===== src/hw/rtl/cpi_pkg.sv =====
`default_nettype none
package cpi_pkg;

    // Table geometry.
    localparam int ROWS    = 16;
    localparam int COLUMNS = 8;

    localparam int IDX_MAX = (ROWS > COLUMNS) ? ROWS : COLUMNS;
    localparam int IDX_W   = $clog2(IDX_MAX);
    localparam int ROW_W   = $clog2(ROWS);
    localparam int COL_W   = (COLUMNS > 1) ? $clog2(COLUMNS) : 1;
    localparam int PA_W    = $clog2(ROWS * COLUMNS);

    // Field widths.
    localparam int X_W       = 7;
    localparam int PWR_W     = 16;
    localparam int WL_W      = 11;
    localparam int FRAC_W    = 8;
    localparam int OUT_W     = PWR_W + FRAC_W;
    localparam int PROD_W    = PWR_W + X_W;
    localparam int NUM_W     = PROD_W + FRAC_W;
    localparam int DIV_CNT_W = $clog2(NUM_W);
    localparam int ADDR_W    = 3;

    // Request modes.
    localparam logic [1:0] MODE_LOAD_BP  = 2'd0;
    localparam logic [1:0] MODE_LOAD_PWR = 2'd1;
    localparam logic [1:0] MODE_LOAD_WL  = 2'd2;
    localparam logic [1:0] MODE_CONVERT  = 2'd3;

    // Result status codes.
    localparam logic [1:0] STATUS_OK    = 2'd0;
    localparam logic [1:0] STATUS_NO_WL = 2'd1;
    localparam logic [1:0] STATUS_RANGE = 2'd2;

    typedef enum logic [3:0] {
        OP_IDLE,
        OP_COL_SCAN,
        OP_ROW_INIT,
        OP_ROW_SCAN,
        OP_FETCH_LO,
        OP_LOAD_Y0,
        OP_LOAD_Y1,
        OP_PREP,
        OP_DIV_INIT,
        OP_DIV_STEP,
        OP_RESULT,
        OP_BASE,
        OP_ERR_WL,
        OP_ERR_X,
        OP_DONE
    } op_t;

    typedef enum logic [3:0] {
        C_NEVER,
        C_ALWAYS,
        C_NO_START,
        C_COL_MORE,
        C_NO_COLUMN,
        C_ROW_MORE,
        C_OUT_RANGE,
        C_ZERO_DX,
        C_DIV_MORE,
        C_OUT_BUSY
    } cond_t;

    typedef enum logic [3:0] {
        ST_IDLE     = 4'd0,
        ST_COL_SCAN = 4'd1,
        ST_ROW_INIT = 4'd2,
        ST_ROW_SCAN = 4'd3,
        ST_RANGE    = 4'd4,
        ST_Y0       = 4'd5,
        ST_Y1       = 4'd6,
        ST_PREP     = 4'd7,
        ST_DIV_INIT = 4'd8,
        ST_DIV      = 4'd9,
        ST_RESULT   = 4'd10,
        ST_NO_WL    = 4'd12,
        ST_BASE     = 4'd13,
        ST_BAD_X    = 4'd14,
        ST_DONE     = 4'd15
    } step_t;

    typedef struct packed {
        op_t   op;
        cond_t cond;
        step_t target;
    } ctrl_word_t;

    typedef struct packed {
        logic no_start;
        logic col_more;
        logic no_column;
        logic row_more;
        logic out_range;
        logic zero_dx;
        logic div_more;
        logic out_busy;
    } flags_t;

    // The microprogram. A step jumps to its target when its condition holds,
    // otherwise it falls through to the next step; the last step wraps to idle.
    function automatic ctrl_word_t microcode(input step_t s);
        ctrl_word_t w;
        case (s)
            ST_IDLE:     w = '{OP_IDLE,     C_NO_START,  ST_IDLE};
            ST_COL_SCAN: w = '{OP_COL_SCAN, C_COL_MORE,  ST_COL_SCAN};
            ST_ROW_INIT: w = '{OP_ROW_INIT, C_NO_COLUMN, ST_NO_WL};
            ST_ROW_SCAN: w = '{OP_ROW_SCAN, C_ROW_MORE,  ST_ROW_SCAN};
            ST_RANGE:    w = '{OP_FETCH_LO, C_OUT_RANGE, ST_BAD_X};
            ST_Y0:       w = '{OP_LOAD_Y0,  C_NEVER,     ST_IDLE};
            ST_Y1:       w = '{OP_LOAD_Y1,  C_NEVER,     ST_IDLE};
            ST_PREP:     w = '{OP_PREP,     C_ZERO_DX,   ST_BASE};
            ST_DIV_INIT: w = '{OP_DIV_INIT, C_NEVER,     ST_IDLE};
            ST_DIV:      w = '{OP_DIV_STEP, C_DIV_MORE,  ST_DIV};
            ST_RESULT:   w = '{OP_RESULT,   C_ALWAYS,    ST_DONE};
            ST_NO_WL:    w = '{OP_ERR_WL,   C_ALWAYS,    ST_DONE};
            ST_BASE:     w = '{OP_BASE,     C_ALWAYS,    ST_DONE};
            ST_BAD_X:    w = '{OP_ERR_X,    C_NEVER,     ST_IDLE};
            ST_DONE:     w = '{OP_DONE,     C_OUT_BUSY,  ST_DONE};
            default:     w = '{OP_IDLE,     C_ALWAYS,    ST_IDLE};
        endcase
        return w;
    endfunction

endpackage
`default_nettype wire


===== src/hw/rtl/cpi_ram.sv =====
`default_nettype none
module cpi_ram #(
    parameter int WIDTH = 8,
    parameter int DEPTH = 16
) (
    input  logic                                        clk,
    input  logic                                        we,
    input  logic [((DEPTH > 1) ? $clog2(DEPTH) : 1)-1:0] waddr,
    input  logic [WIDTH-1:0]                            wdata,
    input  logic [((DEPTH > 1) ? $clog2(DEPTH) : 1)-1:0] raddr,
    output logic [WIDTH-1:0]                            rdata
);
    logic [WIDTH-1:0] mem_reg [DEPTH];
    logic [WIDTH-1:0] rd_reg;

    always_ff @(posedge clk)
    begin
        if (we)
        begin
            mem_reg[waddr] <= wdata;
        end
        rd_reg <= mem_reg[raddr];
    end

    assign rdata = rd_reg;
endmodule
`default_nettype wire


===== src/hw/rtl/cpi_seq.sv =====
`default_nettype none
module cpi_seq (
    input  logic            clk,
    input  logic            rst_n,
    input  cpi_pkg::flags_t flags,
    output cpi_pkg::op_t    op,
    output cpi_pkg::step_t  step
);
    import cpi_pkg::*;

    step_t      pc_reg;
    step_t      pc_next;
    ctrl_word_t word;
    logic       take;

    assign word = microcode(pc_reg);

    always_comb
    begin
        case (word.cond)
            C_NEVER:     take = 1'b0;
            C_ALWAYS:    take = 1'b1;
            C_NO_START:  take = flags.no_start;
            C_COL_MORE:  take = flags.col_more;
            C_NO_COLUMN: take = flags.no_column;
            C_ROW_MORE:  take = flags.row_more;
            C_OUT_RANGE: take = flags.out_range;
            C_ZERO_DX:   take = flags.zero_dx;
            C_DIV_MORE:  take = flags.div_more;
            C_OUT_BUSY:  take = flags.out_busy;
            default:     take = 1'b0;
        endcase
    end

    always_comb
    begin
        if (take)
        begin
            pc_next = word.target;
        end
        else
        begin
            pc_next = step_t'(4'(pc_reg + 4'd1));
        end
    end

    always_comb
    begin
        op   = word.op;
        step = pc_reg;
    end

    always_ff @(posedge clk or negedge rst_n)
    begin
        if (!rst_n)
        begin
            pc_reg <= ST_IDLE;
        end
        else
        begin
            pc_reg <= pc_next;
        end
    end
endmodule
`default_nettype wire


===== src/hw/rtl/cpi_dp.sv =====
`default_nettype none
module cpi_dp (
    input  logic            clk,
    input  logic            rst_n,
    input  cpi_pkg::op_t    op,
    output cpi_pkg::flags_t flags,
    input  logic            item_accept,
    input  logic [1:0]      mode,
    input  logic [3:0]      row,
    input  logic [2:0]      column,
    input  logic [6:0]      intensity,
    input  logic [15:0]     table_value,
    input  logic            last_plane,
    input  logic [10:0]     selected_wavelength,
    input  logic [4:0]      rows_in_use,
    input  logic            result_stall,
    output logic            result_valid,
    output logic [23:0]     power,
    output logic [1:0]      status,
    output logic            last
);
    import cpi_pkg::*;

    logic [IDX_W-1:0]     idx_reg;
    logic [IDX_W-1:0]     idx_next;
    logic [IDX_W-1:0]     last_idx;
    logic [COL_W-1:0]     col_reg;
    logic                 col_found_reg;
    logic [ROW_W-1:0]     j_reg;
    logic                 brk_found_reg;
    logic [X_W-1:0]       x_reg;
    logic [X_W-1:0]       first_reg;
    logic [X_W-1:0]       last_bp_reg;
    logic [X_W-1:0]       prev_reg;
    logic [X_W-1:0]       a_reg;
    logic [X_W-1:0]       b_reg;
    logic [X_W-1:0]       dx_reg;
    logic                 lastp_reg;
    logic [PWR_W-1:0]     y0_reg;
    logic [PWR_W-1:0]     y1_reg;
    logic                 neg_reg;
    logic [PROD_W-1:0]    prod_reg;
    logic [NUM_W-1:0]     num_reg;
    logic [X_W-1:0]       rem_reg;
    logic [DIV_CNT_W-1:0] cnt_reg;
    logic [OUT_W-1:0]     pwr_res_reg;
    logic [1:0]           st_res_reg;
    logic                 res_valid_reg;
    logic [OUT_W-1:0]     power_reg;
    logic [1:0]           status_reg;
    logic                 last_reg;

    logic                 bp_we;
    logic [ROW_W-1:0]     bp_waddr;
    logic [X_W-1:0]       bp_rdata;
    logic                 pw_we;
    logic [PA_W-1:0]      pw_waddr;
    logic [PA_W-1:0]      pw_raddr;
    logic [PA_W-1:0]      pw_addr_lo;
    logic [PA_W-1:0]      pw_addr_hi;
    logic [PWR_W-1:0]     pw_rdata;
    logic                 wl_we;
    logic [COL_W-1:0]     wl_waddr;
    logic [WL_W-1:0]      wl_rdata;

    logic [X_W:0]         rem_sh;
    logic                 q_bit;
    logic [X_W-1:0]       rem_new;
    logic [PWR_W-1:0]     dy;
    logic [OUT_W-1:0]     base;
    logic [OUT_W-1:0]     quot;
    logic                 done_load;

    // Table loads are taken only while the sequencer is idle.
    assign bp_we    = item_accept && (mode == MODE_LOAD_BP) && (32'(row) < ROWS);
    assign pw_we    = item_accept && (mode == MODE_LOAD_PWR) && (32'(row) < ROWS)
                      && (32'(column) < COLUMNS);
    assign wl_we    = item_accept && (mode == MODE_LOAD_WL) && (32'(column) < COLUMNS);
    assign bp_waddr = ROW_W'(row);
    assign wl_waddr = COL_W'(column);
    assign pw_waddr = PA_W'(PA_W'(row) * PA_W'(COLUMNS) + PA_W'(column));

    assign pw_addr_lo = PA_W'(PA_W'(j_reg) * PA_W'(COLUMNS) + PA_W'(col_reg));
    assign pw_addr_hi = PA_W'((PA_W'(j_reg) + PA_W'(1)) * PA_W'(COLUMNS) + PA_W'(col_reg));
    assign pw_raddr   = (op == OP_LOAD_Y0) ? pw_addr_hi : pw_addr_lo;

    cpi_ram #(.WIDTH(X_W), .DEPTH(ROWS)) u_bp_ram (
        .clk   (clk),
        .we    (bp_we),
        .waddr (bp_waddr),
        .wdata (intensity),
        .raddr (ROW_W'(idx_next)),
        .rdata (bp_rdata)
    );

    cpi_ram #(.WIDTH(PWR_W), .DEPTH(ROWS * COLUMNS)) u_pw_ram (
        .clk   (clk),
        .we    (pw_we),
        .waddr (pw_waddr),
        .wdata (table_value),
        .raddr (pw_raddr),
        .rdata (pw_rdata)
    );

    cpi_ram #(.WIDTH(WL_W), .DEPTH(COLUMNS)) u_wl_ram (
        .clk   (clk),
        .we    (wl_we),
        .waddr (wl_waddr),
        .wdata (table_value[WL_W-1:0]),
        .raddr (COL_W'(idx_next)),
        .rdata (wl_rdata)
    );

    // The tables are addressed with the next scan index, so the registered
    // read data always belongs to the current index.
    always_comb
    begin
        case (op)
            OP_IDLE,
            OP_ROW_INIT: idx_next = '0;
            OP_COL_SCAN,
            OP_ROW_SCAN: idx_next = IDX_W'(idx_reg + 1'b1);
            default:     idx_next = idx_reg;
        endcase
    end

    always_comb
    begin
        if (32'(rows_in_use) < 2)
        begin
            last_idx = IDX_W'(1);
        end
        else if (32'(rows_in_use) > ROWS)
        begin
            last_idx = IDX_W'(ROWS - 1);
        end
        else
        begin
            last_idx = IDX_W'(rows_in_use - 5'd1);
        end
    end

    // One bit of restoring division per step.
    assign rem_sh  = {rem_reg, num_reg[NUM_W-1]};
    assign q_bit   = (rem_sh >= {1'b0, dx_reg});
    assign rem_new = q_bit ? X_W'(rem_sh - {1'b0, dx_reg}) : X_W'(rem_sh);
    assign dy      = (y1_reg >= y0_reg) ? (y1_reg - y0_reg) : (y0_reg - y1_reg);
    assign base    = {y0_reg, FRAC_W'(0)};
    assign quot    = num_reg[OUT_W-1:0];

    always_comb
    begin
        flags.no_start  = !(item_accept && (mode == MODE_CONVERT));
        flags.col_more  = (wl_rdata != selected_wavelength) && (32'(idx_reg) != COLUMNS - 1);
        flags.no_column = !col_found_reg;
        flags.row_more  = (idx_reg != last_idx);
        flags.out_range = !brk_found_reg || (x_reg < first_reg) || (x_reg > last_bp_reg);
        flags.zero_dx   = (b_reg <= a_reg);
        flags.div_more  = (cnt_reg != '0);
        flags.out_busy  = res_valid_reg && result_stall;
    end

    assign done_load = (op == OP_DONE) && !flags.out_busy;

    always_ff @(posedge clk or negedge rst_n)
    begin
        if (!rst_n)
        begin
            idx_reg       <= '0;
            col_found_reg <= 1'b0;
            brk_found_reg <= 1'b0;
            res_valid_reg <= 1'b0;
        end
        else
        begin
            idx_reg <= idx_next;
            case (op)
                OP_IDLE:
                begin
                    col_found_reg <= 1'b0;
                end
                OP_COL_SCAN:
                begin
                    if (wl_rdata == selected_wavelength)
                    begin
                        col_found_reg <= 1'b1;
                    end
                end
                OP_ROW_INIT:
                begin
                    brk_found_reg <= 1'b0;
                end
                OP_ROW_SCAN:
                begin
                    if ((idx_reg != '0) && !brk_found_reg && (prev_reg <= x_reg)
                        && (bp_rdata >= x_reg))
                    begin
                        brk_found_reg <= 1'b1;
                    end
                end
                default:
                begin
                end
            endcase
            if (done_load)
            begin
                res_valid_reg <= 1'b1;
            end
            else if (!result_stall)
            begin
                res_valid_reg <= 1'b0;
            end
        end
    end

    always_ff @(posedge clk)
    begin
        case (op)
            OP_IDLE:
            begin
                if (item_accept)
                begin
                    x_reg     <= intensity;
                    lastp_reg <= last_plane;
                end
            end
            OP_COL_SCAN:
            begin
                if (wl_rdata == selected_wavelength)
                begin
                    col_reg <= COL_W'(idx_reg);
                end
            end
            OP_ROW_SCAN:
            begin
                prev_reg <= bp_rdata;
                if (idx_reg == '0)
                begin
                    first_reg <= bp_rdata;
                end
                else if (!brk_found_reg && (prev_reg <= x_reg) && (bp_rdata >= x_reg))
                begin
                    j_reg <= ROW_W'(idx_reg - 1'b1);
                    a_reg <= prev_reg;
                    b_reg <= bp_rdata;
                end
                if (idx_reg == last_idx)
                begin
                    last_bp_reg <= bp_rdata;
                end
            end
            OP_LOAD_Y0:
            begin
                y0_reg <= pw_rdata;
            end
            OP_LOAD_Y1:
            begin
                y1_reg <= pw_rdata;
            end
            OP_PREP:
            begin
                dx_reg   <= b_reg - a_reg;
                neg_reg  <= (y1_reg < y0_reg);
                prod_reg <= {{X_W{1'b0}}, dy} * {{PWR_W{1'b0}}, X_W'(x_reg - a_reg)};
            end
            OP_DIV_INIT:
            begin
                // Low bits of the scaled product are zero, so the rounding
                // half of the divisor drops straight in.
                num_reg <= {prod_reg, FRAC_W'(dx_reg >> 1)};
                rem_reg <= '0;
                cnt_reg <= DIV_CNT_W'(NUM_W - 1);
            end
            OP_DIV_STEP:
            begin
                num_reg <= {num_reg[NUM_W-2:0], q_bit};
                rem_reg <= rem_new;
                cnt_reg <= DIV_CNT_W'(cnt_reg - 1'b1);
            end
            OP_RESULT:
            begin
                pwr_res_reg <= neg_reg ? (base - quot) : (base + quot);
                st_res_reg  <= STATUS_OK;
            end
            OP_BASE:
            begin
                pwr_res_reg <= base;
                st_res_reg  <= STATUS_OK;
            end
            OP_ERR_WL:
            begin
                pwr_res_reg <= '0;
                st_res_reg  <= STATUS_NO_WL;
            end
            OP_ERR_X:
            begin
                pwr_res_reg <= '0;
                st_res_reg  <= STATUS_RANGE;
            end
            default:
            begin
            end
        endcase
        if (done_load)
        begin
            power_reg  <= pwr_res_reg;
            status_reg <= st_res_reg;
            last_reg   <= lastp_reg;
        end
    end

    assign result_valid = res_valid_reg;
    assign power        = power_reg;
    assign status       = status_reg;
    assign last         = last_reg;

`ifndef SYNTHESIS
    a_err_zero_power: assert property (@(posedge clk) disable iff (!rst_n)
        (res_valid_reg && (status_reg != STATUS_OK)) |-> (power_reg == '0))
        else $error("failed result carries a non-zero power");

    a_rem_below_dx: assert property (@(posedge clk) disable iff (!rst_n)
        (op == OP_DIV_STEP) |-> (rem_reg < dx_reg))
        else $error("division remainder not below divisor");

    a_no_underflow: assert property (@(posedge clk) disable iff (!rst_n)
        ((op == OP_RESULT) && neg_reg) |-> (quot <= base))
        else $error("falling interpolation would go below zero");

    a_fetch_ready: assert property (@(posedge clk) disable iff (!rst_n)
        (op == OP_LOAD_Y0) |-> (brk_found_reg && col_found_reg))
        else $error("power fetch without column and bracket");
`endif
endmodule
`default_nettype wire


===== src/hw/rtl/calibrated_power_interpolator.sv =====
`default_nettype none
// Calibrated power interpolator. Load requests (breakpoint, power entry,
// wavelength) are taken while the block is idle and give no result. A convert
// request scans the wavelength list one entry per cycle for the selected
// wavelength, then scans the breakpoints one row per cycle for the first
// bracketing pair, fetches the two power entries and interpolates with a
// 31-step bit-serial divider. Further requests stall until the convert is
// done, and a result that is not yet taken holds the block in its final step.
// Each convert gives exactly one result: power in unsigned Q16.8, with status
// showing a missing wavelength or an intensity outside the table. Table
// entries must be written before a convert reads them, and configuration must
// be written only while no request is in flight.
module calibrated_power_interpolator (
    input  logic                       clk,
    input  logic                       rst_n,
    input  logic                       item_valid,
    output logic                       item_stall,
    input  logic [1:0]                 mode,
    input  logic [3:0]                 row,
    input  logic [2:0]                 column,
    input  logic [6:0]                 intensity,
    input  logic [15:0]                table_value,
    input  logic                       last_plane,
    output logic                       result_valid,
    input  logic                       result_stall,
    output logic [23:0]                power,
    output logic [1:0]                 status,
    output logic                       last,
    input  logic                       psel,
    input  logic                       penable,
    input  logic                       pwrite,
    input  logic [cpi_pkg::ADDR_W-1:0] paddr,
    input  logic [31:0]                pwdata,
    output logic [31:0]                prdata,
    output logic                       pready
);
    import cpi_pkg::*;

    localparam logic REG_SELECTED = 1'b0;
    localparam logic REG_ROWS     = 1'b1;

    logic [WL_W-1:0] sel_wl_reg;
    logic [4:0]      rows_reg;
    logic            cfg_write;
    logic            item_accept;
    op_t             op;
    step_t           step;
    flags_t          flags;

    assign pready      = 1'b1;
    assign cfg_write   = psel && penable && pwrite && pready;
    assign item_stall  = (step != ST_IDLE);
    assign item_accept = item_valid && !item_stall;

    always_ff @(posedge clk or negedge rst_n)
    begin
        if (!rst_n)
        begin
            sel_wl_reg <= '0;
            rows_reg   <= 5'd16;
        end
        else if (cfg_write)
        begin
            case (paddr[2])
                REG_SELECTED: sel_wl_reg <= pwdata[WL_W-1:0];
                REG_ROWS:     rows_reg   <= pwdata[4:0];
                default:
                begin
                end
            endcase
        end
    end

    always_comb
    begin
        case (paddr[2])
            REG_SELECTED: prdata = 32'(sel_wl_reg);
            REG_ROWS:     prdata = 32'(rows_reg);
            default:      prdata = '0;
        endcase
    end

    cpi_seq u_seq (
        .clk   (clk),
        .rst_n (rst_n),
        .flags (flags),
        .op    (op),
        .step  (step)
    );

    cpi_dp u_dp (
        .clk                 (clk),
        .rst_n               (rst_n),
        .op                  (op),
        .flags               (flags),
        .item_accept         (item_accept),
        .mode                (mode),
        .row                 (row),
        .column              (column),
        .intensity           (intensity),
        .table_value         (table_value),
        .last_plane          (last_plane),
        .selected_wavelength (sel_wl_reg),
        .rows_in_use         (rows_reg),
        .result_stall        (result_stall),
        .result_valid        (result_valid),
        .power               (power),
        .status              (status),
        .last                (last)
    );

`ifndef SYNTHESIS
    a_convert_starts: assert property (@(posedge clk) disable iff (!rst_n)
        (item_accept && (mode == MODE_CONVERT)) |=> item_stall)
        else $error("convert request did not start the sequencer");
`endif
endmodule
`default_nettype wire

===== config.mk =====
export PLATFORM = sky130hd
export DESIGN_NAME = calibrated_power_interpolator
export DESIGN_NICKNAME = d
export VERILOG_FILES = /design/src/hw/rtl/cpi_pkg.sv /design/src/hw/rtl/cpi_ram.sv /design/src/hw/rtl/cpi_seq.sv /design/src/hw/rtl/cpi_dp.sv /design/src/hw/rtl/calibrated_power_interpolator.sv
export SDC_FILE = /design/constraint.sdc
export NUM_CORES = 2
export LEC_CHECK = 0
export ABC_AREA = 1
export BUFFER_PORTS_ARGS = -buffer_cell sky130_fd_sc_hd__buf_2
export CORE_UTILIZATION = 25
export DETAILED_ROUTE_END_ITERATION = 8
export PLACE_DENSITY_LB_ADDON = 0.1
export SKIP_LAST_GASP = 1
export SYNTH_ARGS = -nofsm -noshare
export SYNTH_HDL_FRONTEND = slang
export SYNTH_SLANG_ARGS = --single-unit
export TNS_END_PERCENT = 50

===== constraint.sdc =====
create_clock -name clk -period 6.9 [get_ports clk]
set_clock_uncertainty 0.15 [all_clocks]
set_input_delay 0.69 -clock clk [delete_from_list [all_inputs] [get_ports clk]]
set_output_delay 0.69 -clock clk [all_outputs]
set_load 0.05 [all_outputs]

* Word-level counts from Yosys, hierarchy flattened
Memories as Yosys holds them, arrays and structs flattened. A register that Yosys moved wholly into a read port is not among the register bits.
Cells that the tools add are included.
** Word-level totals
- Bits in read-only memories :: 192
- Bits in writable memories :: 2248
- Input port bits :: 75
- Flip-flop bits (word level) :: 236
- Memories kept :: 4
** Memory list
- u_dp.u_pw_ram.mem_reg :: depth 128, width 16, read ports 1, clocked after Yosys merged registers in 1, write ports 1, RTL line cpi_ram.sv:13 : logic [WIDTH-1:0] mem_reg [DEPTH];
- (no name shown) :: depth 16, width 12, read ports 1, clocked after Yosys merged registers in 0, write ports 0, RTL line cpi_pkg.sv:106 : case (s)
- u_dp.u_bp_ram.mem_reg :: depth 16, width 7, read ports 1, clocked after Yosys merged registers in 1, write ports 1, RTL line cpi_ram.sv:13
- u_dp.u_wl_ram.mem_reg :: depth 8, width 11, read ports 1, clocked after Yosys merged registers in 1, write ports 1, RTL line cpi_ram.sv:13
** Cells by class
- Muxes and demuxes :: 27
- Reductions and logical operators :: 46
- Bitwise gates (word level) :: 2
- $add $sub $neg :: 16
- Eq/ne operators :: 33
- Multiply operators :: 1
- Order comparisons :: 10
** Operators by type and width (number)
- one-hot mux 24 bit (3 select lines) :: 1
- one-hot mux 32 bit (2 select lines) :: 1
- one-hot mux 31 bit (2 select lines) :: 1
- == test 4 bit (second input constant) :: 9
- subtractor 16 bit :: 2
- == test 4 x 3 -> 1 bit (second input constant) :: 7
- adder 24 bit :: 1
- 2-to-1 mux 24 bit :: 1
- subtractor 24 bit :: 1
- multiplier 16 x 7 -> 23 bit :: 1
- adder 7 x 3 -> 7 bit :: 3
- subtractor 7 bit :: 3
- == test 4 x 2 -> 1 bit (second input constant) :: 4
- >= comparator 16 bit :: 1
- less-than comparator 16 bit :: 1
- 2-to-1 mux 16 bit :: 1
- AND reduction 2 bit :: 8
- logical AND 1 bit :: 15
- less-or-equal comparator 7 bit :: 2
- 2-to-1 mux 7 bit :: 2
- one-hot mux 7 bit (2 select lines) :: 1
- adder 4 x 1 -> 4 bit (second input constant) :: 3
- 2-to-1 mux 4 bit :: 3
- == test 11 bit :: 1
- 33 further kinds :: 62

* Logic depth before layout (Yosys ltp)
- Word-level depth :: 7
- Mapped depth :: 33

* Modules after synthesis
Synthesis repeated with hierarchy kept, for this count alone.
** Second synthesis, totals
- Cell total of the unflattened synthesis :: 9877
- Area, all modules :: 110402.1 µm²
** Modules (own cells, without submodules)
- cpi_ram (u_dp.u_pw_ram) :: cells each 6793, area an instance 82828.2 µm², sequential area each 61819.3 µm², times used 1
- cpi_dp :: cells each 1960, area an instance 16766.1 µm², sequential area each 6451.2 µm², times used 1
- cpi_ram (u_dp.u_bp_ram) :: cells each 485, area an instance 5034.8 µm², sequential area each 3503.4 µm², times used 1
- cpi_ram (u_dp.u_wl_ram) :: cells each 409, area an instance 4139.0 µm², sequential area each 2862.7 µm², times used 1
- calibrated_power_interpolator :: cells each 131, area an instance 963.4 µm², sequential area each 401.6 µm², times used 1
- cpi_seq :: cells each 99, area an instance 670.6 µm², sequential area each 100.1 µm², times used 1

* Least setup slack after synthesis
No wires, ideal clock.
- Kind :: register to register
- From :: register u_dp.y1_reg[0]
- To :: register u_dp.prod_reg[16] (data pin)
- Arrival :: 5.441 ns
- Data required time :: 6.498 ns
- Clock period less this slack :: 5.844 ns
- Stages on the path, launching flop included :: 31
- Path buffers :: 1
- Slack :: 1.056 ns
- Library setup time :: 0.252 ns
- Cell sequence :: edfxtp_1 -> inv_1 -> ha_1 -> inv_1 -> fa_1 -> nand2_1 -> nand2_1 -> a21oi_1 -> o21ai_1 -> nand2_1 -> and3_1 -> buf_2 -> nand2_1 -> nand2_1 -> nor2_1 -> fa_1 -> inv_1 -> fa_1 -> inv_1 -> fa_1 -> inv_1 -> fa_1 -> inv_1 -> ha_1 -> nand2_1 -> nor2_1 -> a21oi_1 -> o31ai_1 -> nand3_1 -> nand3_1 -> nand2_1
** Between the ends
- Longest elaborated chain between the ends :: 3
** Ends and longest elaborated chain
- start, declared :: RTL line cpi_dp.sv:40 : logic [PWR_W-1:0] y1_reg;
- start signal, assigned :: RTL line cpi_dp.sv:258 : y1_reg <= pw_rdata;
- subtractor 16 bit or >= comparator 16 bit (tied branches) :: RTL line cpi_dp.sv:147 : assign dy = (y1_reg >= y0_reg) ? (y1_reg - y0_reg) : (y0_reg - y1_reg);
- 2-to-1 mux 16 bit * :: RTL line cpi_dp.sv:147
- multiplier 16 x 7 -> 23 bit * :: RTL line cpi_dp.sv:264 : prod_reg <= {{X_W{1'b0}}, dy} * {{PWR_W{1'b0}}, X_W'(x_reg - a_reg)};
- end signal, assigned :: RTL line cpi_dp.sv:264
- end, declared :: RTL line cpi_dp.sv:42 : logic [PROD_W-1:0] prod_reg;
Mark *: on every way between the ends. The rest lies on a longest branch, timed or not.
A chain may end at the register's enable or synchronous reset.

* Final worst setup path
- From :: register u_dp.y1_reg[0]
- To :: register u_dp.prod_reg[21] (data pin)
The elaborated chain is that of the path after synthesis.

==> metrics <==
Post-DP HPWL=roughly 220000 um; CTS Buffer Depth=4; Max Fclk=0.155 GHz; area share of fa/ha/maj cells after synthesis=3.23%; worst r2r dst=u_dp.prod_reg[21]; Hold Fails Final Rpt=0; final period utilization=93.3%; post-synthesis mux area share=less than 1%; area of the die=0.438 sq mm; RSZ-0062 raised after global routing=yes; slew margin rel.=between 10% and 20%; hold-critical path depth=1; Critical Path Source Type=register; fin nets=9907; min Tclk post-route=~6400 ps; GPL Wtd Cong=around 0.80; WP buf/inv=7; Final Util=29.1%; ratio of cells with drive above 1 in the final layout=approximately 8.6%; Final Worst Setup Slack=approximately 470 ps; sequential area share after synthesis=69.0%; number of global-route vias before repair=70600; Slew @ Worst Pin=approximately 1200 ps; Distinct cells, synth=between 50 and 60; Std-Cell Rows=about 240; average size of a mapped cell=11.5 sq um; Ys Warns=0; WP data required=7380 ps; crit-path max cell delay=510 ps; Synth-to-Final Area Change=15.9%; core area=0.434 sq mm; pin count of the biggest net entering global routing=171; Max Slew Vio Count=0; Via density=around 4.6; CTS tree=built; Synth Cell Area=0.109 sq mm; Worst Hold End=u_dp.u_pw_ram.mem_reg[2][12]; Die X=about 660 um; Max Cap Viol=0; Clk Latency, worst-skew pair=960 ps; number of I/O port buffers=91; PD cells=approximately 400 mW/mm^2; post-synth top area cell=edfxtp_1; R2R depth=31; initial antenna violation count=28; Synth top area share=between 60% and 70%; Num CTS Buffers=311; Avg WL per Cell=23.9 um; Most Frequent Cell on Critical Path=nand2_1; Die Y=662 um; critical path class=reg -> reg; H-tree depth=5; total global-route track usage=16.5%; FF-to-FF Start=u_dp.y1_reg[0]; Clock Sink Count=2518; max reg flops=2048; smallest hold slack=85.3 ps; post-synthesis xor/xnor area fraction=0.732%; Synth area leaders=edfxtp_1 (68%), nor2_1 (6.8%), o21ai_0 (5.5%); cell family with most CP delay=adder cells; Setup WS pre-CTS=around 310 ps; Hold Startpoint=table_value[12]; Root Driver=clkbuf_16; DRT Pass-1 Iters=8; Pleak=43.4 nW; critical path arrival=roughly 6900 ps; postcts setup bufs=0; Worst-path clk slew=approximately 60 ps; Post-Synth Simple-Gate Area=13.6%; final wirelength=approximately 370000 um; CP endpoint kind=register; initial DRC count=approximately 5700; gr ovfl total=0; first-pass GRT wire length=528000 um; hold crit path type=in -> reg; status=complete, no violations; CP max FO=10; Final ANT Viol Nets=0; largest family of logic cells by synthesized area=simple AND/OR/NAND/NOR gates; I/O pins=137; FF+latch count, synth=~2500; Post-route DRC=0; Slowest-stage cell, CP=fa_1; R2R Setup Slk=approximately 470 ps; setup violators final=0; Initial Utilization=25.1%; via count=71700; complex-gate fraction of the synthesized area=9.64%; Syn Inst Count=9460; worst vdd ir=between 0.0007 and 0.0008 V
==> final cells by class <==
class	count	area [sq um]
Fill cell	44600	308000
Antenna cell	8	20.0
Sequential cell	2518	75100
Clock buffer	385	8130
Multi-Input combinational cell	5971	29900
Timing Repair Buffer	361	2980
Tap cell	5734	7170
Clock inverter	154	1200
Inverter	433	1660
==> per-layer routing <==
metal / vias up / wire (um) / GRT usage, %
li1: 33600 / - / -
met1: 36100 / 171000 / 22.8
met2: 1545 / 174000 / 27.2
met3: 471 / 14900 / 1.94
met4: 0 / 11500 / 4.92
met5: - / 0 / 0
==> synthesized netlist by cell type, drive strengths merged <==
| library cell | instances |
|---|---|
| a211oi | 2 |
| a21boi | 3 |
| a21o | 11 |
| a21oi | 191 |
| a22oi | 1 |
| a31oi | 6 |
| and2 | 3 |
| and3 | 2 |
| buf | 244 |
| clkbuf | 314 |
| clkinv | 2 |
| conb | 2 |
| dfrtp | 26 |
| dfstp | 1 |
| dfxtp | 34 |
| edfxtp | 2457 |
| fa | 75 |
| ha | 161 |
| inv | 431 |
| mux2i | 1 |
| nand2 | 1079 |
| nand3 | 523 |
| nand3b | 1 |
| nand4 | 50 |
| nor2 | 1977 |
| nor3 | 24 |
| nor3b | 2 |
| nor4 | 11 |
| o2111ai | 3 |
| o211ai | 249 |
| o21a | 3 |
| o21ai | 1409 |
| o21bai | 10 |
| o22ai | 47 |
| o311ai | 1 |
| o31ai | 1 |
| o32ai | 1 |
| or2 | 14 |
| xnor2 | 26 |
| xor2 | 62 |
==> through the flow <==
step | std cells | instance area (sq um) | power, mW | TNS (ps)
2_1_floorplan | 9480 | 109000 | 29.0 | 0
3_3_place_gp | 15000 | 117000 | 34.5 | 0
3_5_place_dp | 15000 | 117000 | 34.3 | 0
4_1_cts | 15600 | 126000 | 49.9 | 0
5_1_grt | 15600 | 126000 | 52.4 | -24.6
6_report | 15600 | 126000 | 49.3 | 0
==> power by group <==
part	internal, mW	switching, mW
Combinational	5.26	10.5
Sequential	18.0	0.276
Clock	8.70	6.59
==> cells in the final DEF (no fill, tap or decap), drive strengths merged, types with 9 or more instances in the layout <==
master and n:
dfrtp 26, nor3 24, o21ai 1409, dfxtp 34, bufinv 9, o22ai 47, nand4 50, xor2 62
or2 14, buf 344, xnor2 26, dlygate4sd3 17, nand2 1079, inv 445, ha 161, nor2 1977
o21bai 10, clkbuf 385, edfxtp 2457, conb 22, clkinv 128, o211ai 249, a21o 11, fa 75
nor4 11, nand3 523, a21oi 191
==> logic make-up after synthesis <==
| kind of cell | count (synthesis) |
|---|---|
| buffers and inverters | 991 |
| flip-flops | 2518 |
| AND/OR/NAND/NOR | 3686 |
| adder cells (fa/ha/maj) | 236 |
| AO/OA/AOI/OAI | 1938 |
| multiplexers | 1 |
| XOR/XNOR | 88 |
| other | 2 |
==> worst max path at each step <==
| stage | from | slack [ps] | end | cells past startpoint |
|---|---|---|---|---|
| 3_3_place_gp | u_dp.y1_reg[0] | 230 | u_dp.prod_reg[21] | 32 |
| 4_1_cts | u_dp.y1_reg[0] | 290 | u_dp.prod_reg[21] | 32 |
| 6_report | u_dp.y1_reg[0] | 470 | u_dp.prod_reg[21] | 31 |
| 2_1_floorplan | u_dp.y1_reg[0] | 1060 | u_dp.prod_reg[16] | 30 |
| 5_1_grt | u_dp.y1_reg[0] | -20 | u_dp.prod_reg[21] | 31 |
| 3_5_place_dp | u_dp.y1_reg[0] | 310 | u_dp.prod_reg[21] | 32 |
==> timing repair <==
item,in CTS,in global routing
gates resized for setup,0,10
setup endpoints to repair,0,7
endpoints found under the hold margin,83,0
hold buffers,17,0
Power figures use the tool's default switching activity.
